<file path="config.mk">
export PLATFORM = sky130hd
export DESIGN_NAME = avn_ram
export DESIGN_NICKNAME = d
export VERILOG_FILES = /design/src/hw/rtl/audio_volume_normalizer_defines.svh /design/src/hw/rtl/avn_ram.sv
export SDC_FILE = /design/constraint.sdc
export NUM_CORES = 2
export LEC_CHECK = 0
export BUFFER_PORTS_ARGS = -buffer_cell sky130_fd_sc_hd__buf_2
export CAP_MARGIN = 25
export CORE_MARGIN = 5
export CORE_UTILIZATION = 50
export CTS_CLUSTER_DIAMETER = 150
export CTS_CLUSTER_SIZE = 30
export DETAILED_ROUTE_END_ITERATION = 8
export PLACE_DENSITY_LB_ADDON = 0.08
export SKIP_LAST_GASP = 1
export SLEW_MARGIN = 20
export SYNTH_ARGS = -nofsm -noshare
export SYNTH_HDL_FRONTEND = slang
export SYNTH_MEMORY_MAX_BITS = 65536
export SYNTH_SLANG_ARGS = --single-unit
</file>
<file path="constraint.sdc">
create_clock -name i_clk -period 4.5 [get_ports i_clk]
set_input_delay 0.9 -clock i_clk [delete_from_list [all_inputs] [get_ports i_clk]]
set_output_delay 0.9 -clock i_clk [all_outputs]
set_load 0.01 [all_outputs]
</file>
<file path="src/hw/rtl/audio_volume_normalizer_defines.svh">
// Assertion macros shared by the volume normalizer RTL.
`ifndef AUDIO_VOLUME_NORMALIZER_DEFINES_SVH
`define AUDIO_VOLUME_NORMALIZER_DEFINES_SVH

// Same-cycle implication, disabled during reset.
`define AVN_ASSERT_IMPL(lbl, clk, rstn, ante, cons) \
    lbl: assert property (@(posedge clk) disable iff (!rstn) (ante) |-> (cons)) \
        else $error("avn assertion failed");

// Next-cycle implication, disabled during reset.
`define AVN_ASSERT_NEXT(lbl, clk, rstn, ante, cons) \
    lbl: assert property (@(posedge clk) disable iff (!rstn) (ante) |=> (cons)) \
        else $error("avn assertion failed");

`endif

</file>
<file path="src/hw/rtl/avn_ram.sv">
// Generic single-write, single-read RAM with registered read data.
`default_nettype none
module avn_ram #(
    parameter int WIDTH = 39,
    parameter int DEPTH = 128
) (
    input  wire logic                     i_clk,
    input  wire logic                     i_we,
    input  wire logic [$clog2(DEPTH)-1:0] i_waddr,
    input  wire logic [WIDTH-1:0]         i_wdata,
    input  wire logic [$clog2(DEPTH)-1:0] i_raddr,
    output logic      [WIDTH-1:0]         o_rdata
);
    logic [WIDTH-1:0] r_mem [DEPTH];

    always_ff @(posedge i_clk) begin
        if (i_we) begin
            r_mem[i_waddr] <= i_wdata;
        end
        o_rdata <= r_mem[i_raddr];
    end
endmodule
`default_nettype wire

</file>
After elaboration in Yosys (flattened, before gate mapping)
Memory sizes are Yosys's and may differ from the RTL's. A register that Yosys moved wholly into a read port is not among the register bits.
Cells that the tools add are included.
{ "classes": {"n_mux": 2} }
{ "op_table": {"columns": ["operator", "n"], "rows": [
  ["$mux W1", 2]
]} }
{ "totals": {"out_inout_bits": 39, "regBits": 0, "mem_count": 1, "wordCells": 3, "ramBits": 4992, "inputBits": 55} }
{ "mem_list": {"columns": ["memory", "words", "width", "rd", "rd_clocked_by_memory_dff", "write_ports", "line_no", "text"], "rows": [
  ["r_mem", 128, 39, 1, 1, 1, "avn_ram.sv:14", "logic [WIDTH-1:0] r_mem [DEPTH];"]
]} }

Depth between registers and ports, before layout
{ "logic_depth": {"ltp_word": 2, "depth_mapped": 8, "depth_no_buf": 4} }

Least setup slack after synthesis
Ideal clock, no wire load.
{ "synth_timing": {"kind": "input port to flip-flop", "start": "input i_we", "end": "memory r_mem[98][0], enable pin", "path_stages": 3, "setup_time_ns": 0.484, "slack_ns": -0.131, "path_buffers": 1, "required_ns": 4.016, "arrival_ns": 4.147, "cell_sequence": "clkbuf_1 nand4_1 nor3_1"} }
{ "synth_between": {"elab_chain_cells": 2} }
{ "synth_rtl": {"columns": ["element", "line_no", "text"], "rows": [
  ["start: declaration", "avn_ram.sv:8", "input wire logic i_we,"],
  ["$mux W1", "avn_ram.sv:17", "if (i_we) begin"],
  ["$mux W1 (not written as such)", "avn_ram.sv:18", "r_mem[i_waddr] <= i_wdata;"],
  ["end: declaration", "avn_ram.sv:14", null]
]} }
Every way passes these cells.

==> flow_metrics.py <==
metrics = {
    "place": {
        "placedCellCount": 12520,
        "io_buffers": 93,
        "gp_congestion": 0.7949,
        "pre_cts_ws_ns": 0.2461,
        "hpwl_um": 306900,
    },
    "timing": {
        "setup_tns_ns": 0,
        "rsz0062_at_grt": "no",
        "worst_slack_ns": 1.218,
        "max_freq_mhz": 304.7,
        "fin_worst_skew_ns": 0.05367,
        "finalHoldViolations": 0,
        "slew_headroom_pct": 25.81,
        "worst_pin_slew_ns": 1.113,
        "min_period_ns": 3.282,
        "setup_viol": 0,
        "finalCritPeriodShare_pct": 72.94,
        "final-max-slew-violation-count": 0,
    },
    "global_route": {
        "antenna_found_initial": 53,
        "grt_usage_pct": 27.46,
        "grt_max_degree": 129,
        "grt_overflow": 0,
        "grt_pass1_wl_um": 735000,
        "grt_pass1_vias": 85525,
    },
    "power": {
        "ir_drop_uv": 324.4,
        "power_density_mw_per_mm2": 376.0,
        "total_power_mw": 78.55,
        "p_leak_nw": 62.43,
    },
    "yosys": {
        "yosysUniqueCellTypes": 17,
        "synth_edf_count": 4992,
        "async_reset_ff_share_pct": 0,
        "syn_avg_cell_area_um2": 26.21,
        "synth_area_leader_cell": "edfxtp_1",
        "netlist_area_mm2": 0.1903,
        "synth_most_common_cell": "edfxtp_1",
        "synth.area.top_cells": "edfxtp_1, mux4_2, clkbuf_1",
        "syn_nets": 7316,
        "postSynthCellCount": 7261,
        "synth_top_area_share_pct": 78.77,
        "synth_seq_cells": 5031,
        "seq_area_frac_synth_pct": 79.18,
        "synth_common_cells": "edfxtp_1, mux4_2, clkbuf_1, nor2_1, buf_2",
        "synth_warnings": 0,
        "synth_ff_type": "edfxtp_1",
    },
    "floorplanning": {
        "num_rows": 226,
        "die_h_um": 626.9,
        "io_pins": 94,
        "start_util_pct": 50.18,
        "die_x_um": 626.9,
        "core_mm2": 0.3792,
        "die-area_mm2": 0.3930,
    },
    "detailed_routing": {
        "detail-route-antenna-nets": 0,
        "wl_um": 539400,
        "viasPerCell": 6.713,
        "drt_iter0_markers": 12195,
        "vias": 86361,
        "route.detailed.drc": 0,
        "dr.pass1.iters": 8,
        "wl_per_cell_um": 41.93,
    },
    "setup_path": {
        "worst-setup-path-type": "input port to register",
        "required_ns": 5.38,
        "path_max_fanout": 37,
        "r2r_cells": 4,
        "cp-end-kind": "register",
        "critPathLaunchType": "input port",
        "cp_data_arrival_time_ns": 4.16,
    },
    "finish": {
        "fillers": 27632,
        "syn2layout_area_growth_pct": 9.775,
        "final_util_pct": 55.09,
        "finalNetCount": 7751,
        "instances_no_fill": 12865,
        "drive_gt1_share_pct": 33.69,
    },
    "clocking": {
        "ctsHoldBuffers": 0,
        "cts-root-buf": "clkbuf_16",
        "post-cts-setup-buffers": 0,
        "clock_latency_ns": 0.99,
        "cts_resized": 0,
        "tritoncts": "built",
        "cts.sinks": 5031,
        "path_clk_slew_ns": 0.12,
        "clock_tree.buffer_depth": 4,
        "cts_max_level": 4,
        "cts_buffers": 189,
    },
    "flow_run": {
        "drv_cap": 0,
    },
    "min_path": {
        "hold_depth": 1,
        "hp-class": "input port to register",
    },
    "status": {
        "status": "complete, no violations",
    },
}
==> report_power, final <==
part	switching, mW	internal (mW)	total (mW)
sequential	0.190	51.7	51.9
clock	13.7	8.18	21.9
combinational	2.82	2.02	4.84
==> cell usage in the layout, fill, tap and decap left out, types with 2 or more instances in the layout <==
cell type,instances
dfxtp_1,39
clkbuf_1,119
nor3_4,6
mux2_2,39
nand4_1,3
nand2_1,14
clkbuf_16,192
nand2b_1,2
nand3_2,4
edfxtp_1,4992
nor2_4,119
buf_4,343
mux4_2,1638
buf_8,2
diode_2,25
nor2b_1,7
nor3_2,3
inv_6,6
nand3_1,8
nor2_1,3
buf_12,232
buf_2,47
buf_6,3
==> state kept, by name, summed over array words and instances, names as in the netlist <==
register  count
r_mem      4992
o_rdata      39
==> cell type report <==
| cell class | count | area, um^2 | share of cell area (%) |
|---|---|---|---|
| clock buffer | 312 | 5265 | 2.520 |
| antenna | 25 | 62.56 | 0.02995 |
| tap | 5016 | 6276 | 3.004 |
| clock inverter | 7 | 68.82 | 0.03294 |
| timing repair buffer | 627 | 7518 | 3.599 |
| multi-input combinational | 1847 | 39020 | 18.68 |
| sequential | 5031 | 150700 | 72.13 |
==> final timing paths <==
path / endpoint / slack, ns / startpoint
setup / recovery: o_rdata[20]$_DFF_P_ / 1.22 / i_raddr[2]
hold reg to reg: o_rdata[7]$_DFF_P_ / 1.13 / r_mem[125][7]$_DFFE_PP_
hold / removal: r_mem[93][11]$_DFFE_PP_ / 0.40 / i_wdata[11]
setup reg to reg: o_rdata[6]$_DFF_P_ / 1.83 / r_mem[5][6]$_DFFE_PP_
==> critical path, cell delays in order <==
cell and delay, ns:
buf_12 0.37, buf_12 0.29, buf_4 0.34, buf_4 0.28
mux4_2 0.33, mux4_2 0.48, mux4_2 0.68, mux2_2 0.34
==> metal layers <==
metal	share of wire (%)	wire (um)	vias to the layer above	GRT usage [%]
li1	-	-	32578	-
met1	40	217300	49196	39.85
met2	49	264300	3953	44.25
met3	7.5	40650	606	4.324
met4	3.1	16970	28	7.353
met5	0.031	165	-	0
==> metrics by stage <==
stage	hold slack, ns	cell area [um^2]
finish	0.4025	208900
CTS	0.3914	208800
floorplan	0.9989	190300
global route	0.3504	208900
global placement	1.106	203500
detailed placement	1.114	203500
==> logic make-up after synthesis <==
| logic type | after synthesis | synth area share (%) |
|---|---|---|
| buf+inv | 383 | 0.8331 |
| flops | 5031 | 79.18 |
| mux | 1677 | 19.62 |
| simple gates | 170 | 0.3662 |
Note: power is estimated with default switching activity, not from simulation.
