**src/hw/rtl/audio_volume_normalizer_defines.svh**
```systemverilog
// Assertion macros shared by the volume normalizer RTL.
`ifndef AUDIO_VOLUME_NORMALIZER_DEFINES_SVH
`define AUDIO_VOLUME_NORMALIZER_DEFINES_SVH

// Same-cycle implication, disabled during reset.
`define AVN_ASSERT_IMPL(lbl, clk, rstn, ante, cons) \
    lbl: assert property (@(posedge clk) disable iff (!rstn) (ante) |-> (cons)) \
        else $error("avn assertion failed");

// Next-cycle implication, disabled during reset.
`define AVN_ASSERT_NEXT(lbl, clk, rstn, ante, cons) \
    lbl: assert property (@(posedge clk) disable iff (!rstn) (ante) |=> (cons)) \
        else $error("avn assertion failed");

`endif

```
**src/hw/rtl/avn_pkg.sv**
```systemverilog
// Types and constants of the volume normalizer.
`default_nettype none
package avn_pkg;

    localparam int DIV_N_W   = 64;   // shared divider dividend / quotient
    localparam int DIV_D_W   = 40;   // shared divider divisor
    localparam int SQ_IN_W   = 48;   // square root radicand
    localparam int SQ_OUT_W  = 24;   // square root result
    localparam int MUL_A_W   = 33;
    localparam int MUL_B_W   = 26;
    localparam int LVL_W     = 26;   // history level, Q18.8 (Q16.8 RMS scaled by gain)
    localparam int CFG_W     = 23;
    localparam int CFG_IDX_W = 3;

    localparam logic [15:0] GAIN_RESET   = 16'd8192;
    localparam logic [22:0] TARGET_RESET = 23'd2097088;
    localparam logic [22:0] SILENT_RESET = 23'd83884;
    localparam logic [15:0] WEIGHT_RESET = 16'd3932;
    localparam logic [15:0] GMIN_RESET   = 16'd819;
    localparam logic [15:0] GMAX_RESET   = 16'd40960;
    localparam logic [19:0] MINHL_RESET  = 20'd32000;

    typedef enum logic [CFG_IDX_W-1:0] {
        CFG_METHOD   = 3'd0,
        CFG_TARGET   = 3'd1,
        CFG_SILENCE  = 3'd2,
        CFG_WEIGHT   = 3'd3,
        CFG_GAIN_MIN = 3'd4,
        CFG_GAIN_MAX = 3'd5,
        CFG_MIN_HIST = 3'd6
    } t_cfg_idx;

    typedef struct packed {
        logic busy;
        logic done;
    } t_iter_sts;

endpackage
`default_nettype wire

```
**src/hw/rtl/avn_sqrt.sv**
```systemverilog
// Integer square root, one result bit per cycle.
`default_nettype none
module avn_sqrt
    import avn_pkg::*;
(
    input  wire logic                i_clk,
    input  wire logic                i_rst_n,
    input  wire logic                i_start,
    input  wire logic [SQ_IN_W-1:0]  i_radicand,
    output logic      [SQ_OUT_W-1:0] o_root,
    output t_iter_sts                o_sts
);
    localparam int CW = $clog2(SQ_OUT_W + 1);
    localparam int RW = SQ_OUT_W + 2;

    logic [SQ_IN_W-1:0]  r_rad;
    logic [RW-1:0]       r_rem;
    logic [SQ_OUT_W-1:0] r_root;
    logic [CW-1:0]       r_cnt;
    logic                r_busy;
    logic                r_done;
    logic [RW+1:0]       rem_sh;
    logic [RW+1:0]       trial;
    logic                take;

    assign rem_sh = {r_rem, r_rad[SQ_IN_W-1 -: 2]};
    assign trial  = (RW+2)'({r_root, 2'b01});
    assign take   = rem_sh >= trial;

    always_ff @(posedge i_clk) begin
        if (!i_rst_n) begin
            r_busy <= 1'b0;
            r_done <= 1'b0;
            r_cnt  <= '0;
        end else begin
            r_done <= 1'b0;
            if (i_start) begin
                r_busy <= 1'b1;
                r_rad  <= i_radicand;
                r_rem  <= '0;
                r_root <= '0;
                r_cnt  <= CW'(SQ_OUT_W - 1);
            end else if (r_busy) begin
                r_rad  <= {r_rad[SQ_IN_W-3:0], 2'b00};
                r_rem  <= take ? RW'(rem_sh - trial) : rem_sh[RW-1:0];
                r_root <= {r_root[SQ_OUT_W-2:0], take};
                if (r_cnt == '0) begin
                    r_busy <= 1'b0;
                    r_done <= 1'b1;
                end else begin
                    r_cnt <= r_cnt - 1'b1;
                end
            end
        end
    end

    assign o_root = r_root;
    assign o_sts  = '{busy: r_busy, done: r_done};
endmodule
`default_nettype wire

```
**config.mk**
```make
export PLATFORM = sky130hd
export DESIGN_NAME = avn_sqrt
export DESIGN_NICKNAME = d
export VERILOG_FILES = /design/src/hw/rtl/audio_volume_normalizer_defines.svh /design/src/hw/rtl/avn_pkg.sv /design/src/hw/rtl/avn_sqrt.sv
export SDC_FILE = /design/constraint.sdc
export NUM_CORES = 1
export LEC_CHECK = 0
export BUFFER_PORTS_ARGS = -buffer_cell sky130_fd_sc_hd__buf_2
export CAP_MARGIN = 20
export CORE_MARGIN = 4
export CORE_UTILIZATION = 40
export CTS_CLUSTER_SIZE = 30
export DETAILED_ROUTE_END_ITERATION = 8
export SLEW_MARGIN = 20
export SYNTH_ARGS = -nofsm -noshare
export SYNTH_HDL_FRONTEND = slang
export SYNTH_SLANG_ARGS = --single-unit
```
**constraint.sdc**
```tcl
create_clock -name i_clk -period 6.18 [get_ports i_clk]
set_input_delay 0.927 -clock i_clk [delete_from_list [all_inputs] [get_ports i_clk]]
set_output_delay 0.927 -clock i_clk [all_outputs]
set_load 0.01 [all_outputs]
```
Word-level counts from Yosys, hierarchy flattened
Index checks and enable logic that the tools add are counted.
{"block": "word_totals", "ff_bits": 105, "latch_bits": 0, "ram_bits": 0, "rom_bits": 0, "input_bits": 51, "output_inout_bits": 26, "word_cells": 33, "mem_count": 0}
{"block": "classes", "addsub": 2, "multipliers": 0, "div_mod_pow": 0, "order_cmp": 1, "n_eq_ne": 1, "shifts": 0, "muxes": 12, "bitwise": 3, "n_reduce_logical": 7}
{"operator": "$mux W48", "count": 2}
{"operator": "$mux W26", "count": 2}
{"operator": "$ge A28 B26 Y1", "count": 1}
{"operator": "$sub A26 B26 Y26", "count": 1}
{"operator": "$mux W24", "count": 1}
{"operator": "$mux W5", "count": 3}
{"operator": "$reduce_and A2 Y1", "count": 3}
{"operator": "$logic_not A5 Y1", "count": 1}
{"operator": "$sub A5 B1 Y5 const B", "count": 1}
{"operator": "$mux W1", "count": 4}
{"operator": "$not A1 Y1", "count": 3}
{"operator": "$reduce_or A3 Y1", "count": 1}
{"operator": "$ne A2 B2 Y1 const B", "count": 1}
{"operator": "$reduce_bool A2 Y1", "count": 1}
{"operator": "$reduce_or A2 Y1", "count": 1}

Longest topological paths before layout
Gate-level depths: netlist of run 1.
{"block": "logic_depth", "word_depth": 4, "mapped_depth": 13, "mapped_depth_nobuf": 10}

Worst setup path before layout of run 1
Ideal clock, no wire load.
{"block": "synth_path", "path_kind": "input to register", "startpoint": "input i_start", "endpoint": "register r_root[0], in the netlist o_root[0], enable pin", "setup_ps": 465, "t_arrival_ps": 3756, "required_time_ps": 5715, "slack_ps": 1959, "path_stages": 3, "path_buffers": 2, "path_cell_list": "clkbuf_1 clkbuf_1 o21a_1"}
{"block": "synth_between", "elab_chain_len": 2}
{"element": "from (decl)", "line": "avn_sqrt.sv:8", "source": "input wire logic i_start,"}
{"element": "$reduce_bool A2 Y1 (no line)"}
{"element": "$reduce_and A2 Y1 (no line)"}
{"element": "to (signal assigned)", "line": "avn_sqrt.sv:46", "source": "r_root <= {r_root[SQ_OUT_W-2:0], take};"}
{"element": "to (decl)", "line": "avn_sqrt.sv:18", "source": "logic [SQ_OUT_W-1:0] r_root;"}
No other way between the ends.
A chain may end at the register's enable or synchronous reset.

Worst setup path after layout of run 1
{"block": "layout_path", "startpoint": "register r_root[0], in the netlist o_root[0]", "endpoint": "register r_rem[18] (data pin)"}
{"block": "layout_between", "elab_chain_len": 3, "word_cells_on_any_way": 4, "cone_classes": "add/sub: 1; order compare: 1; mux: 2"}
{"element": "$sub A26 B26 Y26 or $ge A28 B26 Y1 (tied branches)", "line": "avn_sqrt.sv:45, avn_sqrt.sv:28"}
{"element": "$mux W26 (*)", "line": "avn_sqrt.sv:45", "source": "r_rem <= take ? RW'(rem_sh - trial) : rem_sh[RW-1:0];"}
{"element": "$mux W26 (*)", "line": "avn_sqrt.sv:43", "source": "end else if (r_busy) begin"}
{"element": "to (signal assigned)", "line": "avn_sqrt.sv:45"}
{"element": "to (decl)", "line": "avn_sqrt.sv:17", "source": "logic [RW-1:0] r_rem;"}
Every way passes the cells marked *; elsewhere a longest branch is shown, timed or not. The select of a mux whose other input is x is not followed.

==> results of run 1 <==
[registers in the layout, indices dropped and copies added (netlist names)]
signal,count
r_rad,48
r_rem,26
o_root,24
r_cnt,5
r_busy,1
r_done,1
[power by group]
| part | internal (mW) | switching, mW |
|---|---|---|
| clock | 0.277 | 0.270 |
| sequential | 0.856 | 0.0258 |
| combinational | 0.196 | 0.243 |
[how the worst min path moves through the flow]
stage                                 startpoint             endpoint  cells after the start
after global placement       r_rad[18]$_DFFE_PP_  r_rad[20]$_DFFE_PP_                      1
after detailed placement     r_rad[30]$_DFFE_PP_  r_rad[32]$_DFFE_PP_                      1
after global routing         r_rad[25]$_DFFE_PP_  r_rad[27]$_DFFE_PP_                      1
final                          r_busy$_SDFF_PN0_    r_done$_SDFF_PP0_                      2
after floorplan                r_busy$_SDFF_PN0_    r_done$_SDFF_PP0_                      2
after CTS                 r_rad[0]$_SDFFCE_PN0P_   r_rad[2]$_DFFE_PP_                      1
[placed cells by master (no fill, tap or decap), types with 5 or more instances in the layout]
master | synthesis | routed
sky130_fd_sc_hd__a21oi_1 | 23 | 23
sky130_fd_sc_hd__nor3_1 | 5 | 5
sky130_fd_sc_hd__o21a_1 | 10 | 9
sky130_fd_sc_hd__xor2_1 | 14 | 14
sky130_fd_sc_hd__a21o_1 | 12 | 12
sky130_fd_sc_hd__dfxtp_1 | 7 | 7
sky130_fd_sc_hd__nand2_1 | 13 | 13
sky130_fd_sc_hd__nand3b_1 | 7 | 7
sky130_fd_sc_hd__o21ai_0 | 19 | 19
sky130_fd_sc_hd__xnor2_1 | 13 | 13
sky130_fd_sc_hd__mux2_2 | 47 | 47
sky130_fd_sc_hd__inv_1 | 33 | 33
sky130_fd_sc_hd__edfxtp_1 | 98 | 98
sky130_fd_sc_hd__ha_1 | 28 | 28
sky130_fd_sc_hd__buf_2 | 0 | 75
sky130_fd_sc_hd__nor2_1 | 51 | 51
sky130_fd_sc_hd__nand4_1 | 9 | 9
sky130_fd_sc_hd__mux2i_1 | 17 | 17
sky130_fd_sc_hd__clkbuf_16 | 0 | 9
[cell families (layout without fill, tap and decap cells)]
group / Yosys count / after routing / share of synthesized area [%]
AND/OR/NAND/NOR: 110 / 110 / 9.49
flip-flops: 105 / 105 / 53.9
AO/OA/AOI/OAI: 86 / 86 / 9.92
multiplexers: 64 / 64 / 12.2
buffers and inverters: 57 / 127 / 4.26
adder cells (fa/ha/maj): 28 / 28 / 6.12
XOR/XNOR: 27 / 27 / 4.13
[layout make-up]
cell class              instances  area, sq um
clock buffers                   9          225
clock inverters                 6         50.0
fillers                      1312         7410
inverters                      33          124
multi-input cells             315         2410
flip-flops and latches        105         3080
well taps                     180          225
repair buffers                 79          405
[worst reg2reg max path, delay by kind of cell, from the launching register on]
family	cells	cell delay, ns
flip-flops	1	0.37
adder cells (fa/ha/maj)	1	0.36
AND/OR/NAND/NOR	2	0.46
buffers and inverters	2	0.49
AO/OA/AOI/OAI	6	1.42
[per-layer routing]
| layer | vias to the layer above | wire length, um | GRT usage, % |
|---|---|---|---|
| li1 | 1870 | - | - |
| met1 | 1825 | 4860 | 16.8 |
| met2 | 69 | 5450 | 23.8 |
| met3 | 7 | 699 | 5.14 |
| met4 | 0 | 99 | 4.00 |
| met5 | - | 0 | 0 |
==> impl.org, run 1 <==
** Synthesis
- Synthesized area per cell :: 12.0 sq um
- Gate count of the mapped netlist :: 477
- Synthesized flop and latch total :: 105
- Commonest cells in the netlist :: sky130_fd_sc_hd__edfxtp_1 (98), sky130_fd_sc_hd__nor2_1 (51), sky130_fd_sc_hd__mux2_2 (47)
- Synthesized cell area :: 0.00572 sq mm
- After synthesis, the cell types taking the most area are sky130_fd_sc_hd__edfxtp_1 (51%), sky130_fd_sc_hd__mux2_2 (9.2%), sky130_fd_sc_hd__ha_1 (6.1%).
- In this run, synthesis inferred 98 flip-flops with an integrated enable.
- Synthesis instantiated 47 different standard cells from the library.
- Dominant cell by count in the synthesized netlist :: sky130_fd_sc_hd__edfxtp_1
- Async set or reset register ratio after synthesis :: 0%
- The most used flip-flop cell after synthesis is sky130_fd_sc_hd__edfxtp_1.
- Yosys printed 0 warnings.
- Synthesis produced a netlist with a net count of 556.
- The largest total area in the synthesized netlist belongs to sky130_fd_sc_hd__edfxtp_1.
- Area share of the leading cell type in the synthesized netlist :: 51.4%
- Seq/Total Area, Yosys :: 53.9%

** Place
- OpenSTA, run right after detailed placement, puts the worst setup slack at 2.80 ns.
- Input and output buffers added on the ports amount to 76.
- Post-DP HPWL :: 7.67 mm
- Placement Cell Area :: 0.00625 sq mm
- At the end of routability-driven placement, the weighted congestion stood at 0.811.
- Total placed cells including tap cells :: 712

** Run
- The tool flagged a number of max-cap violations equal to 0.

** GRT
- The first global-routing pass estimated 18.3 mm of wire.
- Across every metal layer, demand over resource in global routing totals 14.0%.
- Total global routing overflow :: 0
- Antenna violations before repair :: 0
- Number of global-route vias before repair :: 3,869
- Maximum number of pins on one net before global-route repair :: 70

** Routing
- After detailed routing, the average wire length per cell comes to 15.3 um.
- In the routed layout, each cell is associated on average with a via count of 5.19.
- Wire length reported by the detailed router :: 11.1 mm
- Final antenna-violating net count :: 0
- In this run, the number of DRC markers left after iteration 0 of detailed routing was 237.
- For this block, the via count after detailed routing is 3,771.
- DR pass1 iterations :: 5
- Number of remaining DRC errors :: 0

** Timing
- Timing would allow up to 297 MHz.
- Final setup violation count :: 0
- Subtracting the final worst setup slack from the clock period gives 3.37 ns.
- Hold_ws :: 0.546 ns
- Final Hold Fails :: 0
- Number of slew-limit violations in the final report :: 0
- The final critical path takes up 54.5% of the cycle.
- Setup repair after global routing left no endpoint under its margin.
- Setup TNS Final :: 0 ns
- Minimum setup slack in the final design :: 2.81 ns
- Normalized max-slew margin :: 35.4%
- Clock skew on the completed layout was measured at 0.00945 ns.
- Worst-Margin Slew :: 0.969 ns

** Cells and area
- Summing all non-filler instances in the final layout gives an area of 0.00652 sq mm.
- Layout area overhead :: 13.9%
- The number of antenna diodes in the final layout is 0.
- Ratio of cells with drive above 1 in the final layout :: 27.6%
- Share of the core filled with cells in the final layout :: 46.8%
- For this run, the number of standard cells in the final layout without fillers is 727.
- In the final design database the tool counted 622 nets.

** CTS
- CTS built an H-tree with a depth of 3.
- Resized cells post-CTS :: 0
- Clock transition time at the flip-flop clock pins of the worst setup and hold paths :: 0.07 ns
- TritonCTS buffer count :: 9
- For this design, the CTS-stage hold fixing added 0 buffers.
- The clock reaches the later pin of the worst-skew pair after 0.36 ns.
- Root buffer cell :: sky130_fd_sc_hd__clkbuf_16
- In this run the post-CTS setup repair buffer count came out at 0.
- Maximum buffer depth of the clock tree :: 2
- For this design, the sink count on the clock tree is 105.
- TritonCTS built the clock tree.

** Worst setup path
- Broken down by cell family, the worst path's largest delay share belongs to compound AO/OA/AOI/OAI gates.
- Launching element of the worst setup path :: o_root[0]$_SDFFCE_PP0P_
- In this run the worst setup path terminates at r_rem[18]$_SDFFCE_PP0P_.
- The critical path runs through a total of 11 cells.
- The worst register-to-register path ends at r_rem[18]$_SDFFCE_PP0P_.
- The number of cells on the worst reg-to-reg path is 11.
- Launch instance of the worst register-to-register path :: o_root[0]$_SDFFCE_PP0P_
- Crit path buf inv count :: 2
- Sort of element at the end of the critical path :: flip-flop
- Maximum fanout count along the critical path :: 21
- Critical path launch point type :: flip-flop
- The critical path in this run is classified as reg -> reg.
- The signal on the critical path passes through inv_1, ha_1, and2b_1, o2111ai_1, a32oi_2, a31oi_4, a21oi_1, o21bai_2, buf_4, or2_2, o21ai_0.
- Critical path required time :: 6.27 ns
- Signal arrival time at the worst endpoint :: 3.46 ns
- Max incr delay on CP :: 0.43 ns
- Critical-path top delay cell :: sky130_fd_sc_hd__o21bai_2
- Slack of the worst reg-to-reg path :: 2.81 ns

** Power
- Pleak :: 2.60 nW
- Across the VDD grid, the largest voltage drop is 0.000189 V.
- In this run the power density over the cells is 286 mW/mm^2.
- Overall power consumption :: 1.87 mW

** Floorplan
- Starting Density :: 41.1%
- From bottom edge to top edge, the die measures 128 um.
- In this run the horizontal extent of the chip is 128 um.
- Placeable core area :: 0.0139 sq mm
- The die covers 0.0163 sq mm.
- Number of standard-cell rows in the floorplan :: 43
- I/O pin count :: 77

** Run status
- Result of the run :: completed

** Min path
- Class of the worst hold path :: reg -> reg
(Power assumes the default switching activity.)
==> run 2: changes to the inputs <==
- ABC_AREA: not set -> 1
- clock period: 6.18 -> 3.53 ns (I/O delays scaled with it)
==> run 2 against run 1 <==
Clock power rose by 85%. Utilization shrank 0.46 points. Fmax increased by 27%. Routed wire length rose by 30%. Sequential power increased by 73%. First-iteration DRC count rose by 18%. Critical path type unchanged. Largest power group unchanged.
==> impl.org, run 2 <==
** Synthesis
- sky130_fd_sc_hd__edfxtp_1 takes more of the synthesized area than any other cell.
- After synthesis, the largest family of logic cells by area is simple AND/OR/NAND/NOR gates.
- Most used flip-flop cell after synthesis :: sky130_fd_sc_hd__edfxtp_1
- Yosys cell types :: 34
- Of the total synthesized cell area, the portion taken by AND, OR, NAND and NOR gates is 33.1%.
- Dominant cell by count in the synthesized netlist :: sky130_fd_sc_hd__nand2_1
- In this run, synthesis produced a sequential element count of 105.
- Area share of xor/xnor cells in the synthesized design :: 1.21%
- Number of enable flip-flop cells after synthesis :: 98
- Sorting the synthesized cells by how often they occur yields sky130_fd_sc_hd__nand2_1 (381), sky130_fd_sc_hd__inv_1 (143), sky130_fd_sc_hd__edfxtp_1 (98).
- Dividing the synthesized area by the synthesized cell count gives 7.47 sq um.
- During synthesis, Yosys emitted a total of 0 warnings.
- Share of synthesized cell area in full adder, half adder and majority cells :: 5.37%
- Seq/Total Area, Yosys :: 47.3%
- Compound-cell area share of the yosys netlist :: 2.76%
- Async set or reset register ratio after synthesis :: 0%
- The number of nets handed over by synthesis was 952.
- Synthesis handed over a netlist of 873 instances.
- Area share of the leading cell type in the synthesized netlist :: 45.1%
- Synthesized cell area :: 0.00652 sq mm
- Ranked by total cell area, the synthesized netlist is headed by sky130_fd_sc_hd__edfxtp_1 (45%), sky130_fd_sc_hd__nand2_1 (22%), sky130_fd_sc_hd__inv_1 (8.2%).
- Fraction of synthesized area in multiplexers :: 0%

** Timing
- The hold violation count in the final report is 0.
- Min Tclk post-route :: 2.65 ns
- In the finished design, the share of the clock period the worst path needs comes to 75.1%.
- The max-slew violation count came to 0.
- Hold_ws :: 0.395 ns
- For the final database, setup skew stands at 0.0150 ns.
- Setup repair after global routing left no endpoint under its margin.
- Normalized max-slew margin :: 45.7%
- Minimum setup slack in the final design :: 0.879 ns
- Max frequency :: 377 MHz
- Setup TNS Final :: 0 ns
- Setup violations remaining at the end of the flow were counted as 0.
- At the pin with the least slew margin, the transition time is 0.814 ns.

** CTS
- The clock tree synthesis step divided the H-tree into 3 levels.
- No sink is reached through more buffers than the 2 on the longest clock path.
- TritonCTS built the clock tree.
- Root buffer cell :: sky130_fd_sc_hd__clkbuf_16
- Clock transition time at the flip-flop clock pins of the worst setup and hold paths :: 0.08 ns
- Hold repair after CTS inserted 0 buffers.
- Resized cells post-CTS :: 0
- Clock net sink count :: 105
- The later pin in the worst-skew pair is clocked with a latency of 0.36 ns.
- Setup Buffers After CTS :: 0
- The number of clock buffers added by TritonCTS is 9.

** Place
- In this run the tool buffered the top-level ports with 76 buffer cells.
- Before CTS, the worst setup slack after placement is 0.816 ns.
- The HPWL after detailed placement is 10.6 mm.
- Global placer's final weighted congestion :: 0.937
- In this run the cell area measured after placement is 0.00710 sq mm.
- Counting tap cells, the placed design contains a total of 1,146 instances.

** Floorplan
- In this run the horizontal extent of the chip is 136 um.
- The initialized floorplan defines 46 standard-cell rows.
- Starting Density :: 40.9%
- Vert. Die Dim :: 136 um
- Pin placement for this block handled 77 I/O pins.
- Die area :: 0.0184 sq mm
- The core region is 0.0159 sq mm.

** Worst setup path
- Critical path required time :: 3.66 ns
- On the worst path, the slowest cell contributes a delay of 0.43 ns.
- Length in cells of the worst reg-to-reg path :: 13
- The worst register-to-register path has a setup slack of 0.88 ns.
- Maximum fanout count along the critical path :: 44
- The slowest stage of the critical path is the sky130_fd_sc_hd__edfxtp_1 cell.
- Class of the most critical setup path :: reg -> reg
- In this run the critical register-to-register path is launched from r_rem[9]$_SDFFCE_PP0P_.
- Traced cell by cell, the critical path runs through ha_1, nand2_1, inv_1, nand2_1, nand2_1, inv_1, nand3_2, nand2_2, nand3_4, nand2_4, nand2_1, nand2_1, inv_1.
- Capture instance of the worst register-to-register path :: r_rem[20]$_SDFFCE_PP0P_
- Most frequent cell on the critical path :: sky130_fd_sc_hd__nand2_1
- Sort of element at the end of the critical path :: flip-flop
- The worst setup path is launched from a flip-flop.
- The critical path contains buffers and inverters numbering 3 combined.
- Signal arrival time at the worst endpoint :: 2.78 ns
- Top delay family on crit path :: simple AND/OR/NAND/NOR gates

** Min path
- Worst Hold End :: r_cnt[4]$_SDFFE_PN0P_
- The worst hold path begins at i_rst_n.
- The min-delay analysis places its worst path in the category in -> reg.
- Cell depth of the worst min-delay path :: 3

** Run
- Number of max-cap violations :: 0

** Run status
- The flow ran to the end, and the final reports show no timing, DRC or antenna violations.

** Routing
- The detailed router finished its first iteration with 279 violations.
- In the final routed layout, each cell accounts on average for 12.5 um.
- Vias per cell :: 4.52
- The routed layout has 5,253 vias.
- For this run, design rule violations remaining after detail routing come to 0.
- After detailed routing, the total wire length is 14.5 mm.
- The count of nets left with antenna violations once routing finished came out at 0.
- DR pass1 iterations :: 5

** Cells and area
- The post-route netlist has 12.6% of its cells at a drive strength greater than 1.
- The register with the most flip-flops in the layout has 48 of them.
- Layout area overhead :: 13.3%
- Most common cell after layout, fill and taps aside :: sky130_fd_sc_hd__nand2_1
- Filler Cells Inserted :: 1,654
- Final #Nets :: 1,020
- With fillers left out, the area of the finished cells amounts to 0.00739 sq mm.
- Biggest register :: r_rad
- Number of standard cells in the layout, taps in and fillers out :: 1,162
- In the layout the commonest cells are sky130_fd_sc_hd__nand2_1 (381), sky130_fd_sc_hd__inv_1 (143), sky130_fd_sc_hd__edfxtp_1 (98).
- The number of antenna diodes in the final layout is 0.

** GRT
- The number of antenna violations at the first check in global routing is 0.
- After global routing the overflow that remains totals 0.
- The first global-routing pass estimated 24.4 mm of wire.
- Number of global-route vias before repair :: 5,142
- In the global route stage, overall resource usage came out at 16.6%.
- Entering global routing, the biggest net connects 77 pins.

** Power
- Pwr Density :: 458 mW/mm^2
- Pleak :: 3.89 nW
- VDD sags by at most 0.000297 V.
[run 2: cell count changes after synthesis, moves of 13 or more]
cell	before	now
sky130_fd_sc_hd__nand2_1	13	381
sky130_fd_sc_hd__inv_1	33	143
sky130_fd_sc_hd__mux2_2	47	0
sky130_fd_sc_hd__nor2_1	51	91
sky130_fd_sc_hd__nand3_1	3	28
sky130_fd_sc_hd__mux2i_1	17	0
sky130_fd_sc_hd__xor2_1	14	0
sky130_fd_sc_hd__o21ai_0	19	6
[run 2: tightest hold or removal path, stage by stage]
cell and delay, ns:
sky130_fd_sc_hd__buf_2 0.10, sky130_fd_sc_hd__nand2_1 0.05, sky130_fd_sc_hd__inv_1 0.04
[run 2: per-stage QoR]
stage | util, % | total power [mW]
global placement | 44.5 | 2.40
finish | 46.3 | 3.38
global route | 46.3 | 3.62
floorplan | - | 2.20
detailed placement | 44.5 | 2.41
CTS | 46.3 | 3.43
[run 2: report_power, final]
part	switching (mW)	total (mW)	internal [mW]
Sequential	0.0386	1.53	1.49
Combinational	0.547	0.846	0.299
Clock	0.513	1.01	0.495
[run 2: layout make-up]
cell class	count	area [sq um]	share of cell area [%]
inverters	144	541	7.32
multi-input cells	601	2780	37.6
clock buffers	9	225	3.05
well taps	216	270	3.66
clock inverters	7	66.3	0.898
repair buffers	80	423	5.72
flip-flops and latches	105	3080	41.7
[run 2: cells by family (layout without fill, tap and decap cells)]
| kind of cell | after synthesis | after routing |
|---|---|---|
| and+or+nand+nor | 533 | 533 |
| buffers and inverters | 167 | 240 |
| DFF | 105 | 105 |
| AOI/OAI and AO/OA | 31 | 31 |
| adders and majority gates | 28 | 28 |
| xor gates and xnor gates | 9 | 9 |
[run 2: how the worst max path moves through the flow]
| stage | start | depth (start not counted) | end |
|---|---|---|---|
| after global routing | r_rem[9]$_SDFFCE_PP0P_ | 13 | r_rem[24]$_SDFFCE_PP0P_ |
| after detailed placement | r_rem[9]$_SDFFCE_PP0P_ | 13 | r_rem[20]$_SDFFCE_PP0P_ |
| after CTS | r_rem[9]$_SDFFCE_PP0P_ | 13 | r_rem[20]$_SDFFCE_PP0P_ |
| after floorplan | i_start | 4 | o_root[0]$_SDFFCE_PP0P_ |
| after global placement | r_rem[9]$_SDFFCE_PP0P_ | 13 | r_rem[20]$_SDFFCE_PP0P_ |
| final | r_rem[9]$_SDFFCE_PP0P_ | 13 | r_rem[20]$_SDFFCE_PP0P_ |
[run 2: layer usage]
metal  routed length [um]  up-vias  GRT usage, %
li1                     -     2828             -
met5                    0        -             0
met2                 6370      109          26.7
met1                 7160     2302          22.8
met4                  209        0          4.48
met3                  734       14          3.53
