--- config.mk ---
export PLATFORM = sky130hd
export DESIGN_NAME = avn_div
export DESIGN_NICKNAME = d
export VERILOG_FILES = /design/src/hw/rtl/audio_volume_normalizer_defines.svh /design/src/hw/rtl/avn_pkg.sv /design/src/hw/rtl/avn_div.sv
export SDC_FILE = /design/constraint.sdc
export NUM_CORES = 1
export LEC_CHECK = 0
export ABC_AREA = 1
export ABC_CLOCK_PERIOD_IN_PS = 7700
export BUFFER_PORTS_ARGS = -buffer_cell sky130_fd_sc_hd__buf_2
export CORE_MARGIN = 2
export CORE_UTILIZATION = 57
export DETAILED_ROUTE_END_ITERATION = 16
export PLACE_DENSITY = 0.81
export REMOVE_ABC_BUFFERS = 1
export SYNTH_ARGS = -nofsm -noshare
export SYNTH_HDL_FRONTEND = slang
export SYNTH_SLANG_ARGS = --single-unit
--- constraint.sdc ---
create_clock -name i_clk -period 7.7 [get_ports i_clk]
set_clock_uncertainty 0.1 [all_clocks]
set_input_delay 0.77 -clock i_clk [delete_from_list [all_inputs] [get_ports i_clk]]
set_output_delay 0.77 -clock i_clk [all_outputs]
set_load 0.02 [all_outputs]
--- src/hw/rtl/audio_volume_normalizer_defines.svh ---
// Assertion macros shared by the volume normalizer RTL.
`ifndef AUDIO_VOLUME_NORMALIZER_DEFINES_SVH
`define AUDIO_VOLUME_NORMALIZER_DEFINES_SVH

// Same-cycle implication, disabled during reset.
`define AVN_ASSERT_IMPL(lbl, clk, rstn, ante, cons) \
    lbl: assert property (@(posedge clk) disable iff (!rstn) (ante) |-> (cons)) \
        else $error("avn assertion failed");

// Next-cycle implication, disabled during reset.
`define AVN_ASSERT_NEXT(lbl, clk, rstn, ante, cons) \
    lbl: assert property (@(posedge clk) disable iff (!rstn) (ante) |=> (cons)) \
        else $error("avn assertion failed");

`endif

--- src/hw/rtl/avn_pkg.sv ---
// Types and constants of the volume normalizer.
`default_nettype none
package avn_pkg;

    localparam int DIV_N_W   = 64;   // shared divider dividend / quotient
    localparam int DIV_D_W   = 40;   // shared divider divisor
    localparam int SQ_IN_W   = 48;   // square root radicand
    localparam int SQ_OUT_W  = 24;   // square root result
    localparam int MUL_A_W   = 33;
    localparam int MUL_B_W   = 26;
    localparam int LVL_W     = 26;   // history level, Q18.8 (Q16.8 RMS scaled by gain)
    localparam int CFG_W     = 23;
    localparam int CFG_IDX_W = 3;

    localparam logic [15:0] GAIN_RESET   = 16'd8192;
    localparam logic [22:0] TARGET_RESET = 23'd2097088;
    localparam logic [22:0] SILENT_RESET = 23'd83884;
    localparam logic [15:0] WEIGHT_RESET = 16'd3932;
    localparam logic [15:0] GMIN_RESET   = 16'd819;
    localparam logic [15:0] GMAX_RESET   = 16'd40960;
    localparam logic [19:0] MINHL_RESET  = 20'd32000;

    typedef enum logic [CFG_IDX_W-1:0] {
        CFG_METHOD   = 3'd0,
        CFG_TARGET   = 3'd1,
        CFG_SILENCE  = 3'd2,
        CFG_WEIGHT   = 3'd3,
        CFG_GAIN_MIN = 3'd4,
        CFG_GAIN_MAX = 3'd5,
        CFG_MIN_HIST = 3'd6
    } t_cfg_idx;

    typedef struct packed {
        logic busy;
        logic done;
    } t_iter_sts;

endpackage
`default_nettype wire

--- src/hw/rtl/avn_div.sv ---
// Restoring divider, one quotient bit per cycle.
`default_nettype none
module avn_div
    import avn_pkg::*;
(
    input  wire logic               i_clk,
    input  wire logic               i_rst_n,
    input  wire logic               i_start,
    input  wire logic [DIV_N_W-1:0] i_dividend,
    input  wire logic [DIV_D_W-1:0] i_divisor,
    output logic      [DIV_N_W-1:0] o_quot,
    output t_iter_sts               o_sts
);
    localparam int CW = $clog2(DIV_N_W + 1);

    logic [DIV_N_W-1:0] r_quot;
    logic [DIV_D_W-1:0] r_rem;
    logic [DIV_D_W-1:0] r_den;
    logic [CW-1:0]      r_cnt;
    logic               r_busy;
    logic               r_done;
    logic [DIV_D_W:0]   rem_sh;
    logic               take;

    assign rem_sh = {r_rem, r_quot[DIV_N_W-1]};
    assign take   = rem_sh >= {1'b0, r_den};

    always_ff @(posedge i_clk) begin
        if (!i_rst_n) begin
            r_busy <= 1'b0;
            r_done <= 1'b0;
            r_cnt  <= '0;
        end else begin
            r_done <= 1'b0;
            if (i_start) begin
                r_busy <= 1'b1;
                r_quot <= i_dividend;
                r_den  <= i_divisor;
                r_rem  <= '0;
                r_cnt  <= CW'(DIV_N_W - 1);
            end else if (r_busy) begin
                r_rem  <= take ? DIV_D_W'(rem_sh - {1'b0, r_den}) : rem_sh[DIV_D_W-1:0];
                r_quot <= {r_quot[DIV_N_W-2:0], take};
                if (r_cnt == '0) begin
                    r_busy <= 1'b0;
                    r_done <= 1'b1;
                end else begin
                    r_cnt <= r_cnt - 1'b1;
                end
            end
        end
    end

    assign o_quot = r_quot;
    assign o_sts  = '{busy: r_busy, done: r_done};
endmodule
`default_nettype wire

# [After elaboration in Yosys (flattened, before gate mapping)]
# Index checks and enable logic that the tools add are counted.
[classes] n_addsub=2 order_cmp=1 n_eq_ne=1 mux=11 bitwise_logic=3 n_reduce_logical=8
[ops] op="two-way mux 64 bit" count=2
[ops] op="two-way mux 40 bit" count=2
[ops] op="greater-or-equal comparator 41 x 40 -> 1 bit" count=1
[ops] op="subtractor 40 bit" count=1
[ops] op="two-way mux 6 bit" count=3
[ops] op="AND reduction 2 bit" count=4
[ops] op="logical NOT 7 bit" count=1
[ops] op="subtractor 7 x 1 -> 7 bit, second input constant" count=1
[ops] op="two-way mux 1 bit" count=4
[ops] op="inverter 1 bit" count=3
[ops] op="OR reduction 3 bit" count=1
[ops] op="!= test 2 bit, second input constant" count=1
[ops] op="nonzero test 2 bit" count=1
[ops] op="OR reduction 2 bit" count=1
[totals] register_bits=153 inputBits=107 out_inout_bits=66 word_cells=33

# [Depth between registers and ports, before layout]
# Gate-level depths: netlist (run 1).
[depth] ltp_word=4 ltp_mapped=17 mapped_depth_nobuf=17

# [Worst setup path after synthesis (run 1)]
# No wires, ideal clock.
[synth_timing] path_kind="input to register" from="in i_start" to="reg r_quot[0] (netlist: o_quot[0]) (enable)" setup_time_ns=0.601 arrival_ns=6.374 t_required_ns=6.999 path_slack_ns=0.625 stages=5 path_buffers=3 path_cell_list="clkbuf_1 inv_1 clkbuf_1 clkbuf_1 a21oi_1"
[synth_between] elab_chain_cells=2
[synth_rtl] element="start, declared" line_no="avn_div.sv:8" source="input wire logic i_start,"
[synth_rtl] element="nonzero test 2 bit (no source line)"
[synth_rtl] element="AND reduction 2 bit (no source line)"
[synth_rtl] element="end signal, assigned" line_no="avn_div.sv:37" source="r_quot <= i_dividend;"
[synth_rtl] element="end signal, assigned" line_no="avn_div.sv:43" source="r_quot <= {r_quot[DIV_N_W-2:0], take};"
[synth_rtl] element="end, declared" line_no="avn_div.sv:16" source="logic [DIV_N_W-1:0] r_quot;"
# Every way passes these cells.
# A chain may end at the register's enable or synchronous reset.

# [Final worst setup path (run 1)]
[layout_timing] from="in i_start" to="reg r_rem[31] (enable)"
[layout_between] elab_chain_cells=2
[layout_rtl] element="nonzero test 2 bit (no source line)"
[layout_rtl] element="AND reduction 2 bit (no source line)"
[layout_rtl] element="end signal, assigned" line_no="avn_div.sv:42" source="r_rem <= take ? DIV_D_W'(rem_sh - {1'b0, r_den}) : rem_sh[DIV_D_W-1:0];"
[layout_rtl] element="end, declared" line_no="avn_div.sv:17" source="logic [DIV_D_W-1:0] r_rem;"
# Every way passes these cells.

==> results of run 1 <==
==> layer usage <==
| metal | part of all wire (%) | track usage, % | vias up |
|---|---|---|---|
| met5 | 0 | 0 | - |
| met2 | 48 | 48.4 | 317 |
| met1 | 43 | 36.7 | 3844 |
| met4 | 1.9 | 8.19 | 0 |
| li1 | - | - | 4330 |
| met3 | 7.3 | 5.48 | 37 |
==> state kept, by name, indices dropped and copies added (netlist names) <==
name and cells:
r_busy 1, r_cnt 7, r_rem 40, o_quot 64
r_den 40, r_done 1
==> how the worst max path moves through the flow <==
stage	startpoint	end	cells past startpoint
detailed placement	i_start	r_rem[35]	5
CTS	i_start	r_rem[35]	5
global placement	i_start	r_rem[32]	5
global route	i_start	r_rem[35]	5
floorplan	i_start	o_quot[0]	2
finish	i_start	r_rem[31]	5
==> logic make-up (layout without fill, tap and decap cells) <==
kind of cell | after synthesis | count (layout) | share of synthesized area [%]
DFF | 153 | 153 | 46.7
AOI/OAI and AO/OA | 82 | 82 | 4.67
and+or+nand+nor | 749 | 749 | 31.0
adders and majority gates | 43 | 43 | 5.66
buffers and inverters | 241 | 420 | 9.92
xor gates and xnor gates | 22 | 22 | 2.00
==> power groups by stage <==
| stage | Combinational [W] | Clock, W | Sequential [W] |
|---|---|---|---|
| 2_1_floorplan | 0.000446 | 0 | 0.00108 |
| 5_1_grt | 0.000761 | 0.000908 | 0.00104 |
| 4_1_cts | 0.000668 | 0.000875 | 0.00104 |
| 3_5_place_dp | 0.000663 | 0 | 0.00105 |
| 6_report | 0.000671 | 0.000867 | 0.00104 |
| 3_3_place_gp | 0.000647 | 0 | 0.00105 |
==> cell type report <==
cell class,count,area (µm²)
tap,220,275
sequential,153,4500
timing repair buffer,176,891
clock buffer,17,425
fill,1434,5320
clock inverter,15,181
inverter,212,797
multi-input combinational,896,4190
==> worst min-delay path: stages, from the launching register on <==
cell and delay (ns):
dfxtp_1 0.32, nand2_1 0.07, a21oi_1 0.06
==> per-stage QoR <==
step | setup WS [ns] | instances | instance area (µm²) | utilization (%) | TNS [ns]
6_report | 3.66 | 1689 | 11300 | 67.9 | 0
4_1_cts | 3.71 | 1689 | 11300 | 67.9 | 0
5_1_grt | 3.42 | 1689 | 11300 | 67.9 | 0
2_1_floorplan | -0.0302 | 1261 | 9480 | - | -3.15
3_3_place_gp | 3.30 | 1657 | 10700 | 64.3 | 0
3_5_place_dp | 3.27 | 1657 | 10700 | 64.3 | 0
==> Yosys cell counts, drive strengths merged (9+ instances only) <==
cell type,count,area (µm²)
a21oi,35,175
dfxtp,9,180
xor2,21,184
clkbuf,20,76.3
buf,9,83.8
nand2,554,2100
nor2,144,578
o21ai,37,204
ha,42,526
nand3,36,215
inv,211,792
edfxtp,144,4320
==> qor.yml, run 1 <==
timing:
  whs_ns: 0.389
  hold_viol: 0
  period_share_pct: 52.4
  finalSetupViolations: 0
  rsz0062_at_grt: "false"
  max_slew_margin_pct: 23.7
  fin_crit_ns: 4.04
  worstMarginPinSlew_ns: 1.14
  drv_slew: 0
  clock.fmax_mhz: 248
setup_path:
  r2r-start: "r_rem[15]"
  path_common_cell: "buf_4"
  required_ns: 7.64
  r2r_slack_ns: 4.48
  worstSetupPathType: "in2reg"
  crit_family: "buffers and inverters"
  cp_slowest_cell: "buf_4"
  timing.rr.end: "r_rem[25]"
  reg2reg_depth: 12
  end_kind: "flip-flop"
  cp_num_buf_inv: 4
  crit_arrival_ns: 3.98
  path_max_fanout: 85
  start_kind: "input port"
  crit_chain: "buf_2 > buf_4 > clkinv_2 > a21oi_4 > buf_4"
  cp_slowest_stage_delay_ns: 0.97
job:
  cap_viol_max_count: 0
hold_path:
  hold_start: "r_cnt[0]"
  holdPathEnd: "r_cnt[0]"
  hold_path_depth: 2
  min_path_type: "reg2reg"
yosys:
  yosys_warnings: 0
  synth.avg_cell_area_um2: 7.47
  synth_edf_count: 144
  yosysSeqAreaShare_pct: 46.7
  ys_seq_elements: 153
  synth-async-reset-ratio_pct: 0
  ys.flop_type: "edfxtp_1"
  netlist_instances: 1290
  syn_area_um2: 9640
  synth_cell_types: 36
power_and_ir_drop:
  ir_worst_vdd_uv: 157
  clockPowerShare_pct: 33.7
  powerDensity_nw_per_um2: 229
  power.leakage_nw: 5.96
  seq_power_share_pct: 40.3
  p_int_w: 0.00171
  p_sw_share_pct: 33.4
  comb_power_share_pct: 26.1
  p_total_w: 0.00257
  p_switching_w: 0.000860
die:
  die_h_um: 134
  io_pins: 173
  die_area_um2: 18000
  rows: 47
  die_x_um: 134
  core-area_um2: 16600
  start_util_pct: 58.1
routing:
  viasPerCell: 5.05
  routed_wl_um: 24500
  firstDrtPassIters: 6
  drc: 0
  drt_iter0_drc: 720
  vias: 8528
  wl_per_cell_um: 14.5
  antenna_left: 0
final_layout:
  nNetsFinal: 1606
  layout-drive-gt1-share_pct: 16.7
  mostFrequentLayoutCells: "548 x nand2_1, 205 x inv_1, 172 x buf_2, 144 x edfxtp_1, 131 x nor2_1"
  final_common_cell: "nand2_1"
  synthToLayoutAreaGrowth_pct: 16.9
  antenna_cells: 0
clock_network:
  cts_resized: 0
  cts_buffers: 17
  post_cts_buffers: 0
  worstSkewPairLatency_ns: 0.43
  cts_tree: "done"
  clock_path_buffers: 2
  clk_pin_slew_worst_paths_ns: 0.07
  cts.sinks: 153
  cts_root_buffer: "clkbuf_16"
  h-tree-depth: 4
  hold_buffers: 0
global_route:
  grt_overflow: 0
  grt_max_degree: 86
  grt_pass1_wl_um: 40000
  antenna_found_initial: 0
  grt_usage_pct: 28.2
  grt_pass1_vias: 8191
placed_design:
  hpwl_um: 18400
  gp_congestion: 0.981
  io_buffers: 172
status:
  status: "finished, final reports clean"
No activity file was read; power rests on OpenSTA's default activity.
==> run 2: changes to the inputs <==
Settings changed: ABC_AREA 1 to 0, ABC_CLOCK_PERIOD_IN_PS 7700 to 4200, CORE_UTILIZATION 57 to 56.
Clock period 7.7 ns to 4.2 ns, I/O delays scaled along.
==> run 2 against run 1 <==
Critical path depth up 6. Worst setup slack worse by 3.2 ns. Synthesized area decreased by 11%. Synthesized cell count down 44%. Sequential power rose by 82%. Cell count fell by 36%. Power up 77%. Combinational power increased by 62%. Critical path type is now reg2reg. Count of clock-buffer cells in the layout rose by 2.
==> qor.yml, run 2 <==
status:
  status: "finished, final reports clean"  # unchanged
clock_network:
  clk_pin_slew_worst_paths_ns: 0.07  # about the same
  hold_buffers: 0  # unchanged
  post_cts_buffers: 0  # unchanged
  h-tree-depth: 4  # unchanged
  clock_path_buffers: 2  # unchanged
  cts_buffers: 17  # unchanged
  cts_resized: 0  # unchanged
  cts_tree: "done"  # unchanged
  cts_root_buffer: "clkbuf_16"  # unchanged
  cts.sinks: 153  # unchanged
  worstSkewPairLatency_ns: 0.43  # about the same
global_route:
  met1_usage_pct: 29.9  # was 36.7%
  grt_use_met3_pct: 7.68  # was 5.48%
  use_met2_pct: 40.5  # was 48.4%
  antenna_found_initial: 0  # unchanged
  top_usage_layer: "met2"  # unchanged
  grt_usage_pct: 24.6  # was 28.2%
  grt_overflow: 0  # unchanged
  grt_pass1_wl_um: 31400  # was 40000 µm
  grt_pass1_vias: 6424  # was 8191
  grt_max_degree: 70  # was 86
yosys:
  yosys-top-cells-count: "144 x edfxtp_1, 63 x mux2_2, 49 x inv_1, 49 x nor2_1"  # was 548 x nand2_1, 207 x inv_1, 144 x edfxtp_1, 131 x nor2_1, 42 x ha_1
  synth_top_area_cell: "edfxtp_1"  # unchanged
  synth_edf_count: 144  # unchanged
  yosys_warnings: 0  # unchanged
  ys_seq_elements: 153  # unchanged
  netlist_instances: 717  # was 1290
  synthTopCellsByArea: "edfxtp_1 50%, mux2_2 8.3%, ha_1 6.1%"  # was edfxtp_1 45%, nand2_1 21%, inv_1 8.1%
  syn_area_um2: 8580  # was 9640 µm²
  synth-async-reset-ratio_pct: 0  # unchanged
  ys.flop_type: "edfxtp_1"  # unchanged
  yosysSeqAreaShare_pct: 52.5  # was 46.7%
  synth_cell_types: 67  # was 36
  yosysMostFrequentCell: "edfxtp_1"  # was nand2_1
  synth.avg_cell_area_um2: 12.0  # was 7.47 µm²
  synth_top_area_share_pct: 50.4  # was 44.9%
final_layout:
  layout-drive-gt1-share_pct: 32.1  # was 16.7%
  nNetsFinal: 1035  # was 1606
  synthToLayoutAreaGrowth_pct: 18.8  # was 16.9%
  final_cell_area_um2: 10200  # was 11300 µm²
  antenna_cells: 0  # unchanged
  multi_input_area_um2: 3750  # was 4190 µm²
  fillers: 1117  # was 1434
  mostFrequentLayoutCells: "171 x buf_2, 144 x edfxtp_1, 63 x mux2_2, 49 x inv_1, 49 x nor2_1"  # was 548 x nand2_1, 205 x inv_1, 172 x buf_2, 144 x edfxtp_1, 131 x nor2_1
  seqCellArea_um2: 4500  # unchanged
  final_common_cell: "buf_2"  # was nand2_1
  largest_reg_flops: 64  # unchanged
setup_path:
  r2r-start: "r_rem[2]"  # was r_rem[15]
  path_max_fanout: 16  # was 85
  crit_arrival_ns: 3.76  # was 3.98 ns
  required_ns: 4.27  # was 7.64 ns
  end_kind: "flip-flop"  # unchanged
  worstSetupPathType: "reg2reg"  # was in2reg
  start_kind: "flip-flop"  # was input port
  cp-startpoint: "r_rem[2]"  # was i_start
timing:
  clock.fmax_mhz: 271
  hold_viol: 0  # unchanged
  max_slew_margin_pct: 35.1  # was 23.7%
  period_share_pct: 87.9
  drv_slew: 0  # unchanged
  worstMarginPinSlew_ns: 0.974  # was 1.14 ns
  setup_tns_ns: 0  # unchanged
  finalSetupViolations: 0  # unchanged
  fin_crit_ns: 3.69
  rsz0062_at_grt: "false"  # unchanged
routing:
  vias: 6199  # was 8528
  wl_per_cell_um: 17.6  # was 14.5 µm
  viasPerCell: 5.71  # was 5.05
  firstDrtPassIters: 5  # was 6
  antenna_left: 0  # unchanged
  drc: 0  # unchanged
  drt_iter0_drc: 451  # was 720
  routed_wl_um: 19100  # was 24500 µm
placed_design:
  hpwl_um: 13600  # was 18400 µm
  placed_cell_area_um2: 9590  # was 10700 µm²
  io_buffers: 172  # unchanged
  gp_congestion: 0.927  # was 0.981
hold_path:
  hold_start: "i_divisor[17]"  # was r_cnt[0]
  min_path_type: "in2reg"  # was reg2reg
power_and_ir_drop:
  p_sw_share_pct: 28.8  # was 33.4%
  p_switching_w: 0.00131  # was 0.000860 W
  ir_worst_vdd_uv: 322  # was 157 µV
  powerDensity_nw_per_um2: 447  # was 229 nW/µm²
  seq_power_share_pct: 41.6  # was 40.3%
  power.leakage_nw: 4.35  # was 5.96 nW
  comb_power_share_pct: 23.9  # was 26.1%
  clockPowerShare_pct: 34.4  # was 33.7%
  p_int_w: 0.00324  # was 0.00171 W
die:
  die_x_um: 128  # was 134 µm
  die_h_um: 128  # was 134 µm
  io_pins: 173  # unchanged
  rows: 45  # was 47
  core-area_um2: 15100  # was 16600 µm²
  die_area_um2: 16300  # was 18000 µm²
  start_util_pct: 56.8  # was 58.1%
job:
  cap_viol_max_count: 0  # unchanged
run 2: routing by layer:
layer	vias to the layer above	wire length, µm
met5	-	0
met2	229	9110
met3	47	1440
met4	0	632
met1	2931	7910
li1	2992	-
run 2: logic make-up (layout without fill, tap and decap cells):
| family | count (synthesis) | count (layout) | synth area share, % |
|---|---|---|---|
| AOI/OAI and AO/OA | 151 | 151 | 12.1 |
| xor gates and xnor gates | 40 | 40 | 4.09 |
| adders and majority gates | 43 | 43 | 6.36 |
| buffers and inverters | 79 | 260 | 3.87 |
| DFF | 153 | 153 | 52.5 |
| muxes | 90 | 90 | 11.4 |
| and+or+nand+nor | 161 | 161 | 9.63 |
run 2: layout make-up:
class	count	share of cell area, %
sequential	153	44.2
multi-input combinational	485	36.8
timing repair buffer	179	8.99
clock buffer	19	4.25
tap	188	2.31
inverter	49	1.81
clock inverter	13	1.63
run 2: worst max-delay path: stages, from the launching register on:
cell,delay [ns]
edfxtp_1,0.40
ha_1,0.38
and3_1,0.20
a21boi_2,0.17
o21ai_1,0.11
and3_4,0.20
o21ai_4,0.18
o31ai_2,0.15
o41ai_4,0.81
buf_4,0.42
mux2i_1,0.25
nor2_1,0.05
run 2: power groups by stage:
| stage | logic, W | clock network (W) | registers, W |
|---|---|---|---|
| after floorplan | 0.000740 | 0 | 0.00196 |
| after global placement | 0.00105 | 0 | 0.00192 |
| after detailed placement | 0.00108 | 0 | 0.00192 |
| after CTS | 0.00109 | 0.00159 | 0.00189 |
| after global routing | 0.00120 | 0.00165 | 0.00191 |
| final | 0.00109 | 0.00157 | 0.00189 |
run 2: per-stage QoR:
step	cells	worst slack, ns	hold WS (ns)	power [W]	utilization [%]
floorplan	687	0.210	0.396	0.00270	-
global placement	1054	0.654	0.377	0.00297	63.5
detailed placement	1054	0.508	0.392	0.00300	63.5
CTS	1086	0.491	0.0428	0.00457	67.5
global route	1086	0.233	0.0454	0.00476	67.5
finish	1086	0.506	0.0608	0.00455	67.5
run 2: worst paths after layout:
path | endpoint | slack (ns) | cells past startpoint
max reg2reg | r_rem[28] | 0.51 | 11
max | r_rem[28] | 0.51 | 11
min | r_den[17] | 0.06 | 1
min reg2reg | r_done | 0.41 | 2
==> run 3: changes to the inputs <==
Settings changed: PLACE_DENSITY 0.81 to 0.93.
==> run 3 against run 2 <==
Sequential power about the same. Worst hold slack better by 0.0038 ns. Die area unchanged.
==> qor.yml, run 3 (same netlist as run 2, synthesis figures left out) <==
setup_path:
  worstSetupPathType: "reg2reg"  # unchanged
  required_ns: 4.25  # was 4.27 ns
  r2r_slack_ns: 0.71  # was 0.51 ns
  end_kind: "flip-flop"  # unchanged
  cp_num_buf_inv: 1  # unchanged
  cp_slowest_stage_delay_ns: 0.51  # was 0.81 ns
  crit_arrival_ns: 3.54  # was 3.76 ns
  reg2reg_depth: 11  # unchanged
  timing.rr.end: "r_rem[35]"  # was r_rem[28]
  crit_family: "compound AO/OA/AOI/OAI gates"  # unchanged
  path_max_fanout: 18  # was 16
  r2r-start: "r_rem[5]"  # was r_rem[2]
  cp_slowest_cell: "o31ai_2"  # was o41ai_4
  start_kind: "flip-flop"  # unchanged
  crit_chain: "ha_1 > a21o_1 > nor2b_1 > nor3_1 > and3_4 > o21ai_4 > o31ai_2 > o41ai_4 > buf_4 > nand2b_1 > o21ai_0"  # was ha_1 > and3_1 > a21boi_2 > o21ai_1 > and3_4 > o21ai_4 > o31ai_2 > o41ai_4 > buf_4 > mux2i_1 > nor2_1
routing:
  firstDrtPassIters: 5  # unchanged
  drt_iter0_drc: 410  # was 451
  antenna_left: 0  # unchanged
  wl_met2_um: 10200  # was 9110 µm
  drc: 0  # unchanged
  vias: 6353  # was 6199
  wl_met1_um: 8250  # was 7910 µm
  routed_wl_um: 20400  # was 19100 µm
  viasPerCell: 5.84  # was 5.71
  wl_per_cell_um: 18.8  # was 17.6 µm
  wl_met3_um: 1450  # was 1440 µm
  dr.max_layer_used: "met4"  # unchanged
clock_network:
  cts_root_buffer: "clkbuf_16"  # unchanged
  clk_pin_slew_worst_paths_ns: 0.07  # about the same
  h-tree-depth: 4  # unchanged
  clock_path_buffers: 2  # unchanged
  cts_resized: 0  # unchanged
  cts_tree: "done"  # unchanged
  cts_buffers: 17  # unchanged
  worstSkewPairLatency_ns: 0.43  # about the same
  post_cts_buffers: 0  # unchanged
  cts.sinks: 153  # unchanged
  hold_buffers: 0  # unchanged
job:
  cap_viol_max_count: 0  # unchanged
placed_design:
  gp_congestion: 0.928  # was 0.927
  hpwl_um: 14400  # was 13600 µm
  placed_cell_area_um2: 9600  # was 9590 µm²
  io_buffers: 172  # unchanged
final_layout:
  nNetsFinal: 1035  # unchanged
  final_cell_area_um2: 10200  # about the same
  utilization_pct: 67.5  # about the same
  mostFrequentLayoutCells: "171 x buf_2, 144 x edfxtp_1, 63 x mux2_2, 49 x inv_1, 49 x nor2_1"  # unchanged
  final_common_cell: "buf_2"  # unchanged
  layout-drive-gt1-share_pct: 32.5  # was 32.1%
  synthToLayoutAreaGrowth_pct: 18.8  # about the same
  largest_reg_flops: 64  # unchanged
hold_path:
  hold_path_depth: 1  # unchanged
  hold_start: "i_divisor[0]"  # was i_divisor[17]
  min_path_type: "in2reg"  # unchanged
  holdPathEnd: "r_den[0]"  # was r_den[17]
timing:
  drv_slew: 0  # unchanged
  max_slew_margin_pct: 34.2  # was 35.1%
  setup_tns_ns: 0  # unchanged
  period_share_pct: 83.0  # was 87.9%
  finalSetupViolations: 0  # unchanged
  fin_crit_ns: 3.49  # was 3.69 ns
  worstMarginPinSlew_ns: 0.987  # was 0.974 ns
  hold_viol: 0  # unchanged
  clock.fmax_mhz: 287  # was 271 MHz
  rsz0062_at_grt: "false"  # unchanged
die:
  die_x_um: 128  # unchanged
  core-area_um2: 15100  # unchanged
  io_pins: 173  # unchanged
  die_h_um: 128  # unchanged
  rows: 45  # unchanged
  die_area_um2: 16300  # unchanged
  start_util_pct: 56.8  # unchanged
power_and_ir_drop:
  p_total_w: 0.00453  # was 0.00455 W
  power.leakage_nw: 4.34  # was 4.35 nW
  powerDensity_nw_per_um2: 445  # was 447 nW/µm²
  ir_worst_vdd_uv: 341  # was 322 µV
global_route:
  grt_overflow: 0  # unchanged
  grt_usage_pct: 25.3  # was 24.6%
  grt_pass1_wl_um: 32000  # was 31400 µm
  grt_max_degree: 59  # was 70
  antenna_found_initial: 1  # was 0
  grt_pass1_vias: 6394  # was 6424
status:
  status: "finished, final reports clean"  # unchanged
## run 3: cell type report
class | instances | area (µm²)
clock inverters | 13 | 134
inverters | 49 | 184
clock buffers | 19 | 453
fillers | 1091 | 4900
well taps | 188 | 235
diodes | 1 | 2.50
repair buffers | 179 | 928
multi-input cells | 485 | 3750
flip-flops and latches | 153 | 4500
## run 3: routing by layer
metal  up-vias  GRT usage, %
li1       3005             -
met1      3060          29.9
met2       255          43.9
met3        33          7.89
met4         0          8.47
met5         -             0
## run 3: per-stage QoR
stage	setup slack, ns	hold WS [ns]	std cells
global route	0.466	0.0485	1087
CTS	0.739	0.0550	1086
global placement	0.836	0.376	1054
finish	0.713	0.0647	1087
detailed placement	0.765	0.380	1054
floorplan	0.210	0.396	687
## run 3: power by group
part	switching (W)	internal (W)
Sequential	0.0000656	0.00183
Combinational	0.000633	0.000473
Clock	0.000662	0.000865
## run 3: how the worst max path moves through the flow
stage / start / end / slack [ns] / cells past startpoint
2_1_floorplan: o_quot[63] / r_rem[9] / 0.21 / 11
3_3_place_gp: r_rem[34] / r_rem[36] / 0.84 / 10
3_5_place_dp: r_rem[3] / r_rem[35] / 0.77 / 11
4_1_cts: r_rem[5] / r_rem[35] / 0.74 / 11
5_1_grt: o_quot[63] / r_rem[38] / 0.47 / 12
6_report: r_rem[5] / r_rem[35] / 0.71 / 11
